<file path="src/hw/rtl/dsllex_pkg.sv">
// ----------------------------------------------------------------------------
// dsllex_pkg
// Types, codes, keyword table and helpers for the byte-stream lexer.
// ----------------------------------------------------------------------------
package dsllex_pkg;

    localparam int MAX_KEYWORD_LEN = 19;
    localparam int NUM_WORDS       = 37;
    localparam int KEYWORD_COUNT   = 35;
    localparam int QUEUE_DEPTH     = 8;
    localparam int MAX_RESULTS     = 3;

    localparam logic [7:0] ARROW_B0 = 8'hE2;
    localparam logic [7:0] ARROW_B1 = 8'h86;
    localparam logic [7:0] ARROW_B2 = 8'h92;
    localparam logic [7:0] BOM_B0   = 8'hEF;
    localparam logic [7:0] BOM_B1   = 8'hBB;
    localparam logic [7:0] BOM_B2   = 8'hBF;

    localparam logic [4:0] SYM_GE    = 5'd5;
    localparam logic [4:0] SYM_LE    = 5'd6;
    localparam logic [4:0] SYM_EQ    = 5'd7;
    localparam logic [4:0] SYM_NE    = 5'd8;
    localparam logic [4:0] SYM_ARROW = 5'd11;

    typedef enum logic [3:0] {
        M_IDLE, M_SLASH, M_LINE, M_BLOCK, M_BSTAR, M_IDENT, M_NUM, M_NUM_DOT,
        M_STRING, M_OP, M_ARROW1, M_ARROW2, M_BOM1, M_BOM2
    } t_mode;

    typedef enum logic [3:0] {
        K_IDENT, K_KEYWORD, K_BOOL, K_INT, K_DEC, K_STRING, K_SYMBOL, K_END, K_ERROR
    } t_kind;

    typedef enum logic [2:0] {
        E_NONE, E_UNKNOWN, E_STR_NL, E_ESC_END, E_NO_QUOTE, E_OPEN_CMT
    } t_err;

    typedef struct packed {
        t_kind       kind;
        logic [5:0]  id;
        logic [19:0] line;
        logic [15:0] col;
        logic [15:0] len;
        t_err        err;
        logic        last;
    } t_tok;

    localparam logic [MAX_KEYWORD_LEN*8-1:0] WORD_ROWS [NUM_WORDS] = '{
        "agente", "runtime", "objetivo", "inteligencia", "herramientas",
        "memoria", "permisos", "restricciones", {"depende", "_de"}, "flujo",
        {"flujo", "_dinamico"}, "si", "sino", "persistente", "compartida",
        {"solo", "_lectura"}, "escritura", {"requiere", "_aprobacion"}, "usar", "leer",
        "enviar", "coordinador", {"memoria", "_compartida"}, "periodicidad",
        {"tiempo", "_real"}, "adaptabilidad", {"politica", "_validacion"}, "recibir",
        "responder", "difundir", "conectar", "escuchar", "delega", "coordina",
        "supervisa", "true", "false"
    };

    localparam logic [4:0] WORD_LEN [NUM_WORDS] = '{
        5'd6, 5'd7, 5'd8, 5'd12, 5'd12, 5'd7, 5'd8, 5'd13, 5'd10, 5'd5,
        5'd14, 5'd2, 5'd4, 5'd11, 5'd10, 5'd12, 5'd9, 5'd19, 5'd4, 5'd4,
        5'd6, 5'd11, 5'd18, 5'd12, 5'd11, 5'd13, 5'd19, 5'd7, 5'd9, 5'd8,
        5'd8, 5'd8, 5'd6, 5'd8, 5'd9, 5'd4, 5'd5
    };

    // character at pos of word idx; caller guarantees pos < length
    function automatic logic [7:0] word_char(input int idx, input logic [4:0] pos);
        int sh;
        sh = (int'(WORD_LEN[idx]) - 1 - int'(pos)) * 8;
        return 8'(WORD_ROWS[idx] >> sh);
    endfunction

    function automatic logic [5:0] single_symbol(input logic [7:0] b, output logic ok);
        ok = 1'b1;
        unique case (b)
            "{": return 6'd0;
            "}": return 6'd1;
            "=": return 6'd2;
            ">": return 6'd3;
            "<": return 6'd4;
            "-": return 6'd9;
            "!": return 6'd10;
            ":": return 6'd12;
            ",": return 6'd13;
            "(": return 6'd14;
            ")": return 6'd15;
            "[": return 6'd16;
            "]": return 6'd17;
            ";": return 6'd18;
            default: begin
                ok = 1'b0;
                return 6'd0;
            end
        endcase
    endfunction

endpackage

</file>
<file path="src/hw/rtl/dsllex_if.sv">
// ----------------------------------------------------------------------------
// dsllex_in_if / dsllex_out_if
// Valid/ready channels for source bytes and for tokens.
// ----------------------------------------------------------------------------
interface dsllex_in_if;
    logic       valid;
    logic       ready;
    logic       cmd;
    logic [7:0] byte_value;
    modport source (output valid, cmd, byte_value, input ready);
    modport sink   (input valid, cmd, byte_value, output ready);
endinterface

interface dsllex_out_if;
    logic        valid;
    logic        ready;
    logic [3:0]  token_kind;
    logic [5:0]  symbol_id;
    logic [19:0] start_line;
    logic [15:0] start_column;
    logic [15:0] lexeme_length;
    logic [2:0]  error_code;
    logic        last;
    modport source (output valid, token_kind, symbol_id, start_line, start_column,
                    lexeme_length, error_code, last, input ready);
    modport sink   (input valid, token_kind, symbol_id, start_line, start_column,
                    lexeme_length, error_code, last, output ready);
endinterface

</file>
<file path="src/hw/rtl/dsllex_front.sv">
// ----------------------------------------------------------------------------
// dsllex_front
// One beat per cycle while the queue has space; runs the lexer state and pushes up to three tokens.
// ----------------------------------------------------------------------------
module dsllex_front
    import dsllex_pkg::*;
(
    input  logic               i_clk,
    input  logic               i_rst_n,
    dsllex_in_if.sink          i_in,
    input  logic               i_space_ok,
    output logic [1:0]         o_push_cnt,
    output t_tok               o_push [MAX_RESULTS]
);

    t_mode                 r_mode, n_mode;
    logic [19:0]           r_line, n_line, r_tline, n_tline;
    logic [15:0]           r_col, n_col, r_tcol, n_tcol;
    logic [15:0]           r_run, n_run;
    logic [7:0]            r_held, n_held;
    logic [NUM_WORDS-1:0]  r_cand, n_cand;
    logic                  r_dec, n_dec, r_esc, n_esc, r_halt, n_halt, r_mark, n_mark;

    logic acc;
    assign acc = i_in.valid && i_in.ready;
    assign i_in.ready = i_space_ok;

    function automatic logic [15:0] sat_add(input logic [15:0] a, input logic [15:0] n);
        logic [16:0] s;
        s = {1'b0, a} + {1'b0, n};
        return s[16] ? 16'hFFFF : s[15:0];
    endfunction

    function automatic logic [NUM_WORDS-1:0] filt(input logic [NUM_WORDS-1:0] c,
                                                  input logic [15:0] p,
                                                  input logic [7:0] b);
        logic [NUM_WORDS-1:0] r;
        r = c;
        for (int i = 0; i < NUM_WORDS; i++) begin
            if (!(p < 16'(WORD_LEN[i]) && word_char(i, p[4:0]) == b)) r[i] = 1'b0;
        end
        return r;
    endfunction

    function automatic t_tok mk(input t_kind k, input logic [5:0] id, input logic [19:0] ln,
                                input logic [15:0] cl, input logic [15:0] len,
                                input t_err e);
        t_tok t;
        t.kind = k; t.id = id; t.line = ln; t.col = cl; t.len = len; t.err = e;
        t.last = 1'b0;
        return t;
    endfunction

    function automatic t_tok word_tok(input logic [NUM_WORDS-1:0] c, input logic [15:0] run,
                                      input logic [19:0] ln, input logic [15:0] cl);
        t_tok t;
        t = mk(K_IDENT, 6'd0, ln, cl, run, E_NONE);
        if (run <= 16'(MAX_KEYWORD_LEN)) begin
            for (int i = NUM_WORDS - 1; i >= 0; i--) begin
                if (c[i] && run == 16'(WORD_LEN[i]))
                    t = mk((i < KEYWORD_COUNT) ? K_KEYWORD : K_BOOL, 6'(i), ln, cl, run,
                           E_NONE);
            end
        end
        return t;
    endfunction

    always_comb begin
        logic [7:0]  b;
        logic        adv, do_idle, ok, is_dig, is_alp, is_sp, matched;
        logic [5:0]  k;
        logic [4:0]  opid;
        logic [16:0] dc;
        b = i_in.byte_value;
        n_mode = r_mode; n_line = r_line; n_col = r_col; n_tline = r_tline;
        n_tcol = r_tcol; n_run = r_run; n_held = r_held; n_cand = r_cand;
        n_dec = r_dec; n_esc = r_esc; n_halt = r_halt; n_mark = r_mark;
        o_push_cnt = 2'd0;
        for (int j = 0; j < MAX_RESULTS; j++) o_push[j] = mk(K_IDENT, 6'd0, 20'd0, 16'd0,
                                                            16'd0, E_NONE);
        adv = 1'b0; do_idle = 1'b0; matched = 1'b0; opid = 5'd0;
        is_dig = b >= "0" && b <= "9";
        is_alp = (b >= "a" && b <= "z") || (b >= "A" && b <= "Z");
        is_sp  = b == " " || (b >= 8'd9 && b <= 8'd13);
        k = single_symbol(b, ok);
        dc = {1'b0, r_tcol} + {1'b0, r_run};
        if (acc && i_in.cmd) begin
            if (!r_halt) begin
                unique case (r_mode)
                    M_BOM1, M_BOM2, M_SLASH, M_ARROW1, M_ARROW2: begin
                        o_push[o_push_cnt] = mk(K_ERROR, 6'd0, r_tline, r_tcol, 16'd1,
                                                E_UNKNOWN);
                        o_push_cnt++;
                    end
                    M_BLOCK, M_BSTAR: begin
                        o_push[o_push_cnt] = mk(K_ERROR, 6'd0, r_tline, r_tcol, 16'd2,
                                                E_OPEN_CMT);
                        o_push_cnt++;
                    end
                    M_IDENT: begin
                        o_push[o_push_cnt] = word_tok(r_cand, r_run, r_tline, r_tcol);
                        o_push_cnt++;
                    end
                    M_NUM, M_NUM_DOT: begin
                        o_push[o_push_cnt] = mk(r_dec ? K_DEC : K_INT, 6'd0, r_tline, r_tcol,
                                                r_run, E_NONE);
                        o_push_cnt++;
                        if (r_mode == M_NUM_DOT) begin
                            o_push[o_push_cnt] = mk(K_ERROR, 6'd0, r_tline,
                                                    dc[16] ? 16'hFFFF : dc[15:0], 16'd1,
                                                    E_UNKNOWN);
                            o_push_cnt++;
                        end
                    end
                    M_STRING: begin
                        o_push[o_push_cnt] = mk(K_ERROR, 6'd0, r_tline, r_tcol, r_run - 16'd1,
                                                r_esc ? E_ESC_END : E_NO_QUOTE);
                        o_push_cnt++;
                    end
                    M_OP: begin
                        k = single_symbol(r_held, ok);
                        o_push[o_push_cnt] = mk(K_SYMBOL, 6'(NUM_WORDS) + k, r_tline, r_tcol,
                                                16'd1, E_NONE);
                        o_push_cnt++;
                    end
                    default: ;
                endcase
            end
            o_push[o_push_cnt] = mk(K_END, 6'd0, r_line, r_col, 16'd0, E_NONE);
            o_push_cnt++;
            n_mode = M_IDLE; n_line = 20'd1; n_col = 16'd1; n_tline = 20'd1;
            n_tcol = 16'd1; n_run = 16'd0; n_held = 8'd0; n_cand = '1;
            n_dec = 1'b0; n_esc = 1'b0; n_halt = 1'b0; n_mark = 1'b0;
        end else if (acc && !r_halt) begin
            adv = 1'b1;
            if (!r_mark && b == BOM_B0) begin
                n_mark = 1'b1; n_tline = r_line; n_tcol = r_col; n_mode = M_BOM1;
                adv = 1'b0;
            end else begin
                n_mark = 1'b1;
                unique case (r_mode)
                    M_BOM1, M_BOM2, M_ARROW1, M_ARROW2, M_SLASH: begin
                        if (r_mode == M_BOM1 && b == BOM_B1) begin
                            n_mode = M_BOM2; adv = 1'b0;
                        end else if (r_mode == M_BOM2 && b == BOM_B2) begin
                            n_mode = M_IDLE; adv = 1'b0;
                        end else if (r_mode == M_ARROW1 && b == ARROW_B1) begin
                            n_mode = M_ARROW2; adv = 1'b0;
                        end else if (r_mode == M_ARROW2 && b == ARROW_B2) begin
                            o_push[o_push_cnt] = mk(K_SYMBOL, 6'(NUM_WORDS) + 6'(SYM_ARROW),
                                                    r_tline, r_tcol, 16'd3, E_NONE);
                            o_push_cnt++;
                            n_mode = M_IDLE; adv = 1'b0;
                        end else if (r_mode == M_SLASH && b == "/") begin
                            n_mode = M_LINE;
                        end else if (r_mode == M_SLASH && b == "*") begin
                            n_mode = M_BLOCK;
                        end else begin
                            o_push[o_push_cnt] = mk(K_ERROR, 6'd0, r_tline, r_tcol, 16'd1,
                                                    E_UNKNOWN);
                            o_push_cnt++;
                            n_halt = 1'b1; n_mode = M_IDLE;
                        end
                    end
                    M_LINE: if (b == 8'h0A) n_mode = M_IDLE;
                    M_BLOCK: if (b == "*") n_mode = M_BSTAR;
                    M_BSTAR: begin
                        if (b == "/") n_mode = M_IDLE;
                        else if (b != "*") n_mode = M_BLOCK;
                    end
                    M_IDENT: begin
                        if (is_alp || is_dig || b == "_") begin
                            n_cand = filt(r_cand, r_run, b);
                            n_run = sat_add(r_run, 16'd1);
                        end else begin
                            o_push[o_push_cnt] = word_tok(r_cand, r_run, r_tline, r_tcol);
                            o_push_cnt++;
                            do_idle = 1'b1;
                        end
                    end
                    M_NUM: begin
                        if (is_dig) n_run = sat_add(r_run, 16'd1);
                        else if (b == "." && !r_dec) n_mode = M_NUM_DOT;
                        else begin
                            o_push[o_push_cnt] = mk(r_dec ? K_DEC : K_INT, 6'd0, r_tline,
                                                    r_tcol, r_run, E_NONE);
                            o_push_cnt++;
                            do_idle = 1'b1;
                        end
                    end
                    M_NUM_DOT: begin
                        if (is_dig) begin
                            n_dec = 1'b1; n_run = sat_add(r_run, 16'd2); n_mode = M_NUM;
                        end else begin
                            o_push[o_push_cnt] = mk(r_dec ? K_DEC : K_INT, 6'd0, r_tline,
                                                    r_tcol, r_run, E_NONE);
                            o_push_cnt++;
                            o_push[o_push_cnt] = mk(K_ERROR, 6'd0, r_tline,
                                                    dc[16] ? 16'hFFFF : dc[15:0], 16'd1,
                                                    E_UNKNOWN);
                            o_push_cnt++;
                            n_halt = 1'b1; n_mode = M_IDLE;
                        end
                    end
                    M_STRING: begin
                        if (r_esc) begin
                            n_esc = 1'b0; n_run = sat_add(r_run, 16'd1);
                        end else if (b == "\"") begin
                            n_run = sat_add(r_run, 16'd1);
                            o_push[o_push_cnt] = mk(K_STRING, 6'd0, r_tline, r_tcol,
                                                    sat_add(r_run, 16'd1), E_NONE);
                            o_push_cnt++;
                            n_mode = M_IDLE;
                        end else if (b == 8'h0A || b == 8'h0D) begin
                            o_push[o_push_cnt] = mk(K_ERROR, 6'd0, r_tline, r_tcol,
                                                    r_run - 16'd1, E_STR_NL);
                            o_push_cnt++;
                            n_halt = 1'b1; n_mode = M_IDLE;
                        end else begin
                            if (b == "\\") n_esc = 1'b1;
                            n_run = sat_add(r_run, 16'd1);
                        end
                    end
                    M_OP: begin
                        if (b == ">" && r_held == "-") begin
                            matched = 1'b1; opid = SYM_ARROW;
                        end else if (b == "=" && r_held == ">") begin
                            matched = 1'b1; opid = SYM_GE;
                        end else if (b == "=" && r_held == "<") begin
                            matched = 1'b1; opid = SYM_LE;
                        end else if (b == "=" && r_held == "=") begin
                            matched = 1'b1; opid = SYM_EQ;
                        end else if (b == "=" && r_held == "!") begin
                            matched = 1'b1; opid = SYM_NE;
                        end
                        if (matched) begin
                            o_push[o_push_cnt] = mk(K_SYMBOL, 6'(NUM_WORDS) + 6'(opid),
                                                    r_tline, r_tcol, 16'd2, E_NONE);
                            o_push_cnt++;
                            n_mode = M_IDLE;
                        end else begin
                            o_push[o_push_cnt] = mk(K_SYMBOL,
                                                    6'(NUM_WORDS) + single_symbol(r_held, ok),
                                                    r_tline, r_tcol, 16'd1, E_NONE);
                            o_push_cnt++;
                            do_idle = 1'b1;
                        end
                    end
                    default: do_idle = 1'b1;
                endcase
                if (do_idle) begin
                    n_mode = M_IDLE;
                    k = single_symbol(b, ok);
                    if (is_sp) begin
                        n_mode = M_IDLE;
                    end else if (b == "/") begin
                        n_tline = r_line; n_tcol = r_col; n_mode = M_SLASH;
                    end else if (b == "\"") begin
                        n_tline = r_line; n_tcol = r_col; n_run = 16'd1; n_esc = 1'b0;
                        n_mode = M_STRING;
                    end else if (is_dig) begin
                        n_tline = r_line; n_tcol = r_col; n_run = 16'd1; n_dec = 1'b0;
                        n_mode = M_NUM;
                    end else if (is_alp || b == "_") begin
                        n_tline = r_line; n_tcol = r_col; n_run = 16'd1;
                        n_cand = filt('1, 16'd0, b); n_mode = M_IDENT;
                    end else if (b == "-" || b == ">" || b == "<" || b == "=" || b == "!") begin
                        n_tline = r_line; n_tcol = r_col; n_held = b; n_mode = M_OP;
                    end else if (b == ARROW_B0) begin
                        n_tline = r_line; n_tcol = r_col; n_mode = M_ARROW1;
                    end else if (ok) begin
                        o_push[o_push_cnt] = mk(K_SYMBOL, 6'(NUM_WORDS) + k, r_line, r_col,
                                                16'd1, E_NONE);
                        o_push_cnt++;
                    end else begin
                        o_push[o_push_cnt] = mk(K_ERROR, 6'd0, r_line, r_col, 16'd1,
                                                E_UNKNOWN);
                        o_push_cnt++;
                        n_halt = 1'b1;
                    end
                end
            end
            if (adv) begin
                if (b == 8'h0A) begin
                    n_line = (r_line != '1) ? r_line + 20'd1 : r_line;
                    n_col = 16'd1;
                end else begin
                    n_col = (r_col != '1) ? r_col + 16'd1 : r_col;
                end
            end
        end
        if (o_push_cnt != 2'd0) o_push[o_push_cnt - 2'd1].last = 1'b1;
    end

    always_ff @(posedge i_clk) begin
        if (!i_rst_n) begin
            r_mode <= M_IDLE; r_line <= 20'd1; r_col <= 16'd1; r_tline <= 20'd1;
            r_tcol <= 16'd1; r_run <= 16'd0; r_held <= 8'd0; r_cand <= '1;
            r_dec <= 1'b0; r_esc <= 1'b0; r_halt <= 1'b0; r_mark <= 1'b0;
        end else begin
            r_mode <= n_mode; r_line <= n_line; r_col <= n_col; r_tline <= n_tline;
            r_tcol <= n_tcol; r_run <= n_run; r_held <= n_held; r_cand <= n_cand;
            r_dec <= n_dec; r_esc <= n_esc; r_halt <= n_halt; r_mark <= n_mark;
        end
    end

    a_halt_quiet: assert property (@(posedge i_clk) disable iff (!i_rst_n)
        (acc && !i_in.cmd && r_halt) |-> (o_push_cnt == 2'd0))
        else $error("tokens pushed while halted");

endmodule

</file>
<file path="src/hw/rtl/dsllex_queue.sv">
// ----------------------------------------------------------------------------
// dsllex_queue
// Token queue: up to three pushes per cycle, one beat out per cycle while ready is high.
// ----------------------------------------------------------------------------
module dsllex_queue
    import dsllex_pkg::*;
(
    input  logic          i_clk,
    input  logic          i_rst_n,
    input  logic [1:0]    i_push_cnt,
    input  t_tok          i_push [MAX_RESULTS],
    output logic          o_space_ok,
    dsllex_out_if.source  o_out
);

    localparam int AW = $clog2(QUEUE_DEPTH);

    t_tok              r_mem [QUEUE_DEPTH];
    logic [AW-1:0]     r_wp, r_rp;
    logic [AW:0]       r_cnt;
    logic              pop;
    t_tok              head;

    assign o_space_ok = r_cnt <= (AW+1)'(QUEUE_DEPTH - MAX_RESULTS);
    assign pop = o_out.valid && o_out.ready;
    assign head = r_mem[r_rp];

    assign o_out.valid         = r_cnt != '0;
    assign o_out.token_kind    = head.kind;
    assign o_out.symbol_id     = head.id;
    assign o_out.start_line    = head.line;
    assign o_out.start_column  = head.col;
    assign o_out.lexeme_length = head.len;
    assign o_out.error_code    = head.err;
    assign o_out.last          = head.last;

    always_ff @(posedge i_clk) begin
        for (int k = 0; k < MAX_RESULTS; k++) begin
            if (2'(k) < i_push_cnt) r_mem[r_wp + AW'(k)] <= i_push[k];
        end
    end

    always_ff @(posedge i_clk) begin
        if (!i_rst_n) begin
            r_wp <= '0; r_rp <= '0; r_cnt <= '0;
        end else begin
            r_wp <= r_wp + AW'(i_push_cnt);
            if (pop) r_rp <= r_rp + AW'(1);
            r_cnt <= r_cnt + (AW+1)'(i_push_cnt) - (AW+1)'(pop);
        end
    end

    a_no_overflow: assert property (@(posedge i_clk) disable iff (!i_rst_n)
        r_cnt <= (AW+1)'(QUEUE_DEPTH))
        else $error("token queue overflow");

    a_count_track: assert property (@(posedge i_clk) disable iff (!i_rst_n)
        $past(i_rst_n) |-> r_cnt == $past(r_cnt) + (AW+1)'($past(i_push_cnt))
                                    - (AW+1)'($past(pop)))
        else $error("token queue count mismatch");

endmodule

</file>
<file path="src/hw/rtl/dsl_byte_stream_lexer.sv">
// ----------------------------------------------------------------------------
// dsl_byte_stream_lexer
// Streaming lexer for the agent-description language.
// ----------------------------------------------------------------------------
// One source byte (or end-of-input mark) is taken per cycle; the lexer state,
// counters and all 37 keyword compares update in that single cycle. Tokens
// (up to three per beat) go into an 8-entry queue that drives the output, so
// the input keeps flowing while tokens wait; input ready drops only when the
// queue has fewer than three free entries. An error stops token output until
// the end-of-input beat.
// ----------------------------------------------------------------------------
module dsl_byte_stream_lexer
    import dsllex_pkg::*;
(
    input  logic          i_clk,
    input  logic          i_rst_n,
    dsllex_in_if.sink     i_in,
    dsllex_out_if.source  o_out
);

    logic [1:0] push_cnt;
    t_tok       push [MAX_RESULTS];
    logic       space_ok;

    dsllex_front u_front (
        .i_clk      (i_clk),
        .i_rst_n    (i_rst_n),
        .i_in       (i_in),
        .i_space_ok (space_ok),
        .o_push_cnt (push_cnt),
        .o_push     (push)
    );

    dsllex_queue u_queue (
        .i_clk      (i_clk),
        .i_rst_n    (i_rst_n),
        .i_push_cnt (push_cnt),
        .i_push     (push),
        .o_space_ok (space_ok),
        .o_out      (o_out)
    );

endmodule

</file>
<file path="src/flat_wrapper.sv">
// flat-port wrapper written by rule: the top's interface ports become plain ports
module dsl_byte_stream_lexer_flat import dsllex_pkg::*;
  (i_clk, i_rst_n, i_in_valid, i_in_cmd, i_in_byte_value, i_in_ready, o_out_valid, o_out_token_kind, o_out_symbol_id, o_out_start_line, o_out_start_column, o_out_lexeme_length, o_out_error_code, o_out_last, o_out_ready);
  dsllex_in_if i_in_i ();
  dsllex_out_if o_out_i ();
  input  logic i_clk;
  input  logic i_rst_n;
  input wire logic [$bits(i_in_i.valid)-1:0] i_in_valid;
  input wire logic [$bits(i_in_i.cmd)-1:0] i_in_cmd;
  input wire logic [$bits(i_in_i.byte_value)-1:0] i_in_byte_value;
  output wire logic [$bits(i_in_i.ready)-1:0] i_in_ready;
  output wire logic [$bits(o_out_i.valid)-1:0] o_out_valid;
  output wire logic [$bits(o_out_i.token_kind)-1:0] o_out_token_kind;
  output wire logic [$bits(o_out_i.symbol_id)-1:0] o_out_symbol_id;
  output wire logic [$bits(o_out_i.start_line)-1:0] o_out_start_line;
  output wire logic [$bits(o_out_i.start_column)-1:0] o_out_start_column;
  output wire logic [$bits(o_out_i.lexeme_length)-1:0] o_out_lexeme_length;
  output wire logic [$bits(o_out_i.error_code)-1:0] o_out_error_code;
  output wire logic [$bits(o_out_i.last)-1:0] o_out_last;
  input wire logic [$bits(o_out_i.ready)-1:0] o_out_ready;
  assign i_in_i.valid = i_in_valid;
  assign i_in_i.cmd = i_in_cmd;
  assign i_in_i.byte_value = i_in_byte_value;
  assign i_in_ready = i_in_i.ready;
  assign o_out_valid = o_out_i.valid;
  assign o_out_token_kind = o_out_i.token_kind;
  assign o_out_symbol_id = o_out_i.symbol_id;
  assign o_out_start_line = o_out_i.start_line;
  assign o_out_start_column = o_out_i.start_column;
  assign o_out_lexeme_length = o_out_i.lexeme_length;
  assign o_out_error_code = o_out_i.error_code;
  assign o_out_last = o_out_i.last;
  assign o_out_i.ready = o_out_ready;
  dsl_byte_stream_lexer u_core (.i_clk(i_clk), .i_rst_n(i_rst_n), .i_in(i_in_i), .o_out(o_out_i));
endmodule
</file>
<file path="config.mk">
export PLATFORM = sky130hd
export DESIGN_NAME = dsl_byte_stream_lexer_flat
export DESIGN_NICKNAME = d
export VERILOG_FILES = /design/src/hw/rtl/dsllex_pkg.sv /design/src/hw/rtl/dsllex_if.sv /design/src/hw/rtl/dsllex_front.sv /design/src/hw/rtl/dsllex_queue.sv /design/src/hw/rtl/dsl_byte_stream_lexer.sv /design/src/flat_wrapper.sv
export SDC_FILE = /design/constraint.sdc
export NUM_CORES = 2
export LEC_CHECK = 0
export ABC_AREA = 1
export BUFFER_PORTS_ARGS = -buffer_cell sky130_fd_sc_hd__buf_4
export CAP_MARGIN = 20
export CORE_ASPECT_RATIO = 0.9
export CORE_MARGIN = 1.5
export CORE_UTILIZATION = 40
export DETAILED_ROUTE_END_ITERATION = 6
export PLACE_DENSITY_LB_ADDON = 0.08
export REMOVE_ABC_BUFFERS = 1
export SKIP_LAST_GASP = 1
export SYNTH_ARGS = -nofsm -noshare
export SYNTH_HDL_FRONTEND = slang
export SYNTH_SLANG_ARGS = --single-unit
</file>
<file path="constraint.sdc">
create_clock -name i_clk -period 10.7 [get_ports i_clk]
set_clock_uncertainty 0.1 [all_clocks]
set_input_delay 0.535 -clock i_clk [delete_from_list [all_inputs] [get_ports i_clk]]
set_output_delay 0.535 -clock i_clk [all_outputs]
set_load 0.01 [all_outputs]
</file>
==> metrics.txt <==
placed wire-length estimate 140000 um; number of buffers added by the clock tree synthesis step 80; power density over the cells approximately 210 mW/mm2; category of cells accounting for the largest share of critical-path delay simple AND/OR/NAND/NOR gates; Relative slew margins 20.4%; global-route wire length before repair a little over 300000 um; unrepaired setup endpoints after global routing false; CTS Hold Bufs 0; number of search-and-repair iterations in the first detailed-routing pass 6; flip-flop cell with the highest count after synthesis sky130_fd_sc_hd__edfxtp_1; Final Routed Wirelength ~210000 um; number of fillers in the final layout 11939; overall routing resource usage between 30% and 40%; via count of the first global-routing pass 44300; type of destination of the critical path flip-flop; cells traversed along the worst timing path nor2_1, inv_1, nor2_1, inv_1, nor2_1, inv_1, nor2_1, nor2_1, nand2_1, nor2_1, ha_1, nand4_1, o221ai_2, nand2_4, nand2_8, nor2_2, inv_2, nand2_4, inv_2, o21ai_4, buf_4; number of H-tree levels 3; Worst path most repeated cell sky130_fd_sc_hd__nor2_1; worst-path fanout max 54; Storage cell area 0.0189 mm2; setup violation total in the final timing report 0; final critical-path share of the clock period between 60% and 70%; post-cts resize count 0; initial standard-cell utilization of the core 40.3%; number of endpoints with negative hold slack in the final report 0; width of the die 365 um; data arrival time of the critical path 7.59 ns; average cell area after synthesis 7.63 um2; number of register bits inferred by synthesis 682; delay of the slowest critical-path stage 0.82 ns; number of buffers and inverters on the critical path 6; shortest period the worst path allows 7.37 ns; Worst Setup Slack, final 3.33 ns; Crit-path slowest cell sky130_fd_sc_hd__nand2_4; routed via count 48734; footprint of the multi-input gates about 0.024 mm2; final net count 6123; residual DRC count 0; Worst-Skew Late Latency 0.69 ns; number of ports placed on the die boundary 81; Final Non-Filler Cells 7693; Required @ worst endpoint 10.92 ns; DR vias/cell 6.33; average routed wire per standard cell 27.4 um; total grt overflow 0; library cells used by synthesis 75; antenna-violating nets left 0; total standard cell area after synthesis between 0.04 and 0.05 mm2; Final Max Slew Viols 0; antenna violations before repair 3; sinks on the clock net 682; number of enable flip-flop cells after synthesis 528; count of max-cap constraint violations 0; result of the run completed; leading post-synthesis cells by cell area sky130_fd_sc_hd__edfxtp_1 34%, sky130_fd_sc_hd__nor2_1 9.7%, sky130_fd_sc_hd__dfxtp_1 6.5%; maximum resistive drop on vdd 0.138 mV; number of instances in the synthesized netlist 6186; area enclosed by the die boundary around 0.12 mm2; maximum count of clock buffers along a single path 3; sequential fraction of the synthesis area 40.1%; core area 0.117 mm2; Yosys warnings 0; final RePlAce weighted congestion 0.951; fraction of the core area covered by cells at the end of the flow 44.1%; worst setup slack after placement approximately 2.6 ns; maximum number of pins on one net before global-route repair 121; slew at the pin closest to its max-slew limit approximately 1.2 ns; category of the worst setup path launch point flip-flop; number of core rows 119; post-CTS setup repair buffer count 0; cell chosen for the clock root sky130_fd_sc_hd__clkbuf_16; area growth from synthesis to final layout 9.45%; share of cells above drive strength 1 8.58%; worst hold path type in -> reg; Placed Cells 7544; CTS tree yes; clock-pin slew of the registers on the worst-case setup and hold paths 0.06 ns; leading area contributor after synthesis sky130_fd_sc_hd__edfxtp_1; fraction of registers with async set or reset after synthesis 0%; number of design-rule violations left by the first detailed-router iteration 6754; kind of critical path reg -> reg; top-area cell type share of the netlist area 33.6%; Die Y-Extent 329 um; Achievable Freq 0.136 GHz; leakage power total 19.4 nW; quantity of I/O buffers inserted on ports 80; Setup TNS 0 ns
[cell families (layout without fill, tap and decap cells)]
kind of cell / after synthesis / in the layout / synth area share, %
adders and majority gates: 55 / 55 / 1.51
and+or+nand+nor: 2381 / 2381 / 21.0
buffers and inverters: 1001 / 934 / 8.41
other: 0 / 1 / 0
xor gates and xnor gates: 140 / 140 / 2.60
DFF: 682 / 682 / 40.1
AOI/OAI and AO/OA: 1927 / 1927 / 26.3
[through the flow]
stage                     power, mW  instance area (um2)  hold slack (ns)
after global routing           11.5                51600           0.0919
after detailed placement       8.14                49000            0.355
after floorplan                6.40                45500            0.333
after global placement         8.15                49000            0.350
after CTS                      10.9                51600           0.0611
final                          11.0                51600           0.0956
[worst paths after layout]
path | to | slack, ns | depth (start not counted) | startpoint
max | u_core.u_queue.r_mem[4][2] | 3.33 | 21 | u_core.u_front.r_mode[0]
min | u_core.u_queue.r_wp[1] | 0.1 | 3 | i_rst_n
max reg2reg | u_core.u_queue.r_mem[4][2] | 3.33 | 21 | u_core.u_front.r_mode[0]
min reg2reg | u_core.u_queue.r_rp[2] | 0.36 | 2 | u_core.u_queue.r_rp[2]
[synthesized netlist by cell type (all sizes together), types with 15 or more instances]
cell,n
nor2,1251
nand2,736
o21ai,632
inv,590
edfxtp,528
a21oi,409
o22ai,296
clkbuf,289
o221ai,185
nand3,175
dfxtp,154
xor2,135
nor3,113
a31oi,108
buf,108
a221oi,97
ha,52
nand4,44
o211ai,43
nor4,41
a22oi,20
o2111ai,18
o41ai,18
a211oi,16
a22o,16
o31ai,15
[tightest hold or removal path: stages]
cell and delay, ns:
sky130_fd_sc_hd__buf_4 0.18, sky130_fd_sc_hd__nand2_1 0.08, sky130_fd_sc_hd__inv_1 0.03
[layout by cell type (no fill, tap or decap), types with 135 or more instances in the layout]
cell and count:
sky130_fd_sc_hd__nand3_1 172, sky130_fd_sc_hd__o21ai_0 607, sky130_fd_sc_hd__a21oi_1 402, sky130_fd_sc_hd__edfxtp_1 528, sky130_fd_sc_hd__xor2_1 135, sky130_fd_sc_hd__dfxtp_1 151, sky130_fd_sc_hd__buf_4 183, sky130_fd_sc_hd__o22ai_1 295
sky130_fd_sc_hd__o221ai_1 177, sky130_fd_sc_hd__nor2_1 1211, sky130_fd_sc_hd__nand2_1 717, sky130_fd_sc_hd__inv_1 520
[routing by layer]
metal	part of all wire [%]	track usage (%)	wire length [um]	up-vias
met5	0.013	0	28	-
met4	3.5	11.3	7440	6
met3	11	7.16	22600	431
met2	42	49.7	88000	2978
met1	44	49.9	92500	23578
li1	-	-	-	21741
[where the power goes]
| group | switching, mW | total [mW] | internal (mW) |
|---|---|---|---|
| Sequential | 0.193 | 3.60 | 3.41 |
| Combinational | 3.31 | 4.61 | 1.31 |
| Clock | 1.23 | 2.76 | 1.52 |
[state kept, by name, summed over array words and instances (netlist names), named ones only]
name,flops
u_core.u_front.r_cand,37
u_core.u_front.r_col,16
u_core.u_front.r_dec,1
u_core.u_front.r_esc,1
u_core.u_front.r_halt,1
u_core.u_front.r_held,8
u_core.u_front.r_line,20
u_core.u_front.r_mark,1
u_core.u_front.r_mode,4
u_core.u_front.r_run,16
u_core.u_front.r_tcol,16
u_core.u_front.r_tline,20
u_core.u_queue.r_cnt,4
u_core.u_queue.r_mem,528
u_core.u_queue.r_rp,3
u_core.u_queue.r_wp,3
[area by class of cell]
| class | count | share of cell area [%] |
|---|---|---|
| multi-input cells | 4503 | 47.4 |
| flip-flops and latches | 682 | 36.7 |
| inverters | 604 | 4.45 |
| clock buffers | 102 | 4.10 |
| well taps | 1573 | 3.81 |
| repair buffers | 184 | 2.70 |
| clock inverters | 44 | 0.860 |
| diodes | 1 | 0.00485 |
No activity file was read; power rests on OpenSTA's default activity.
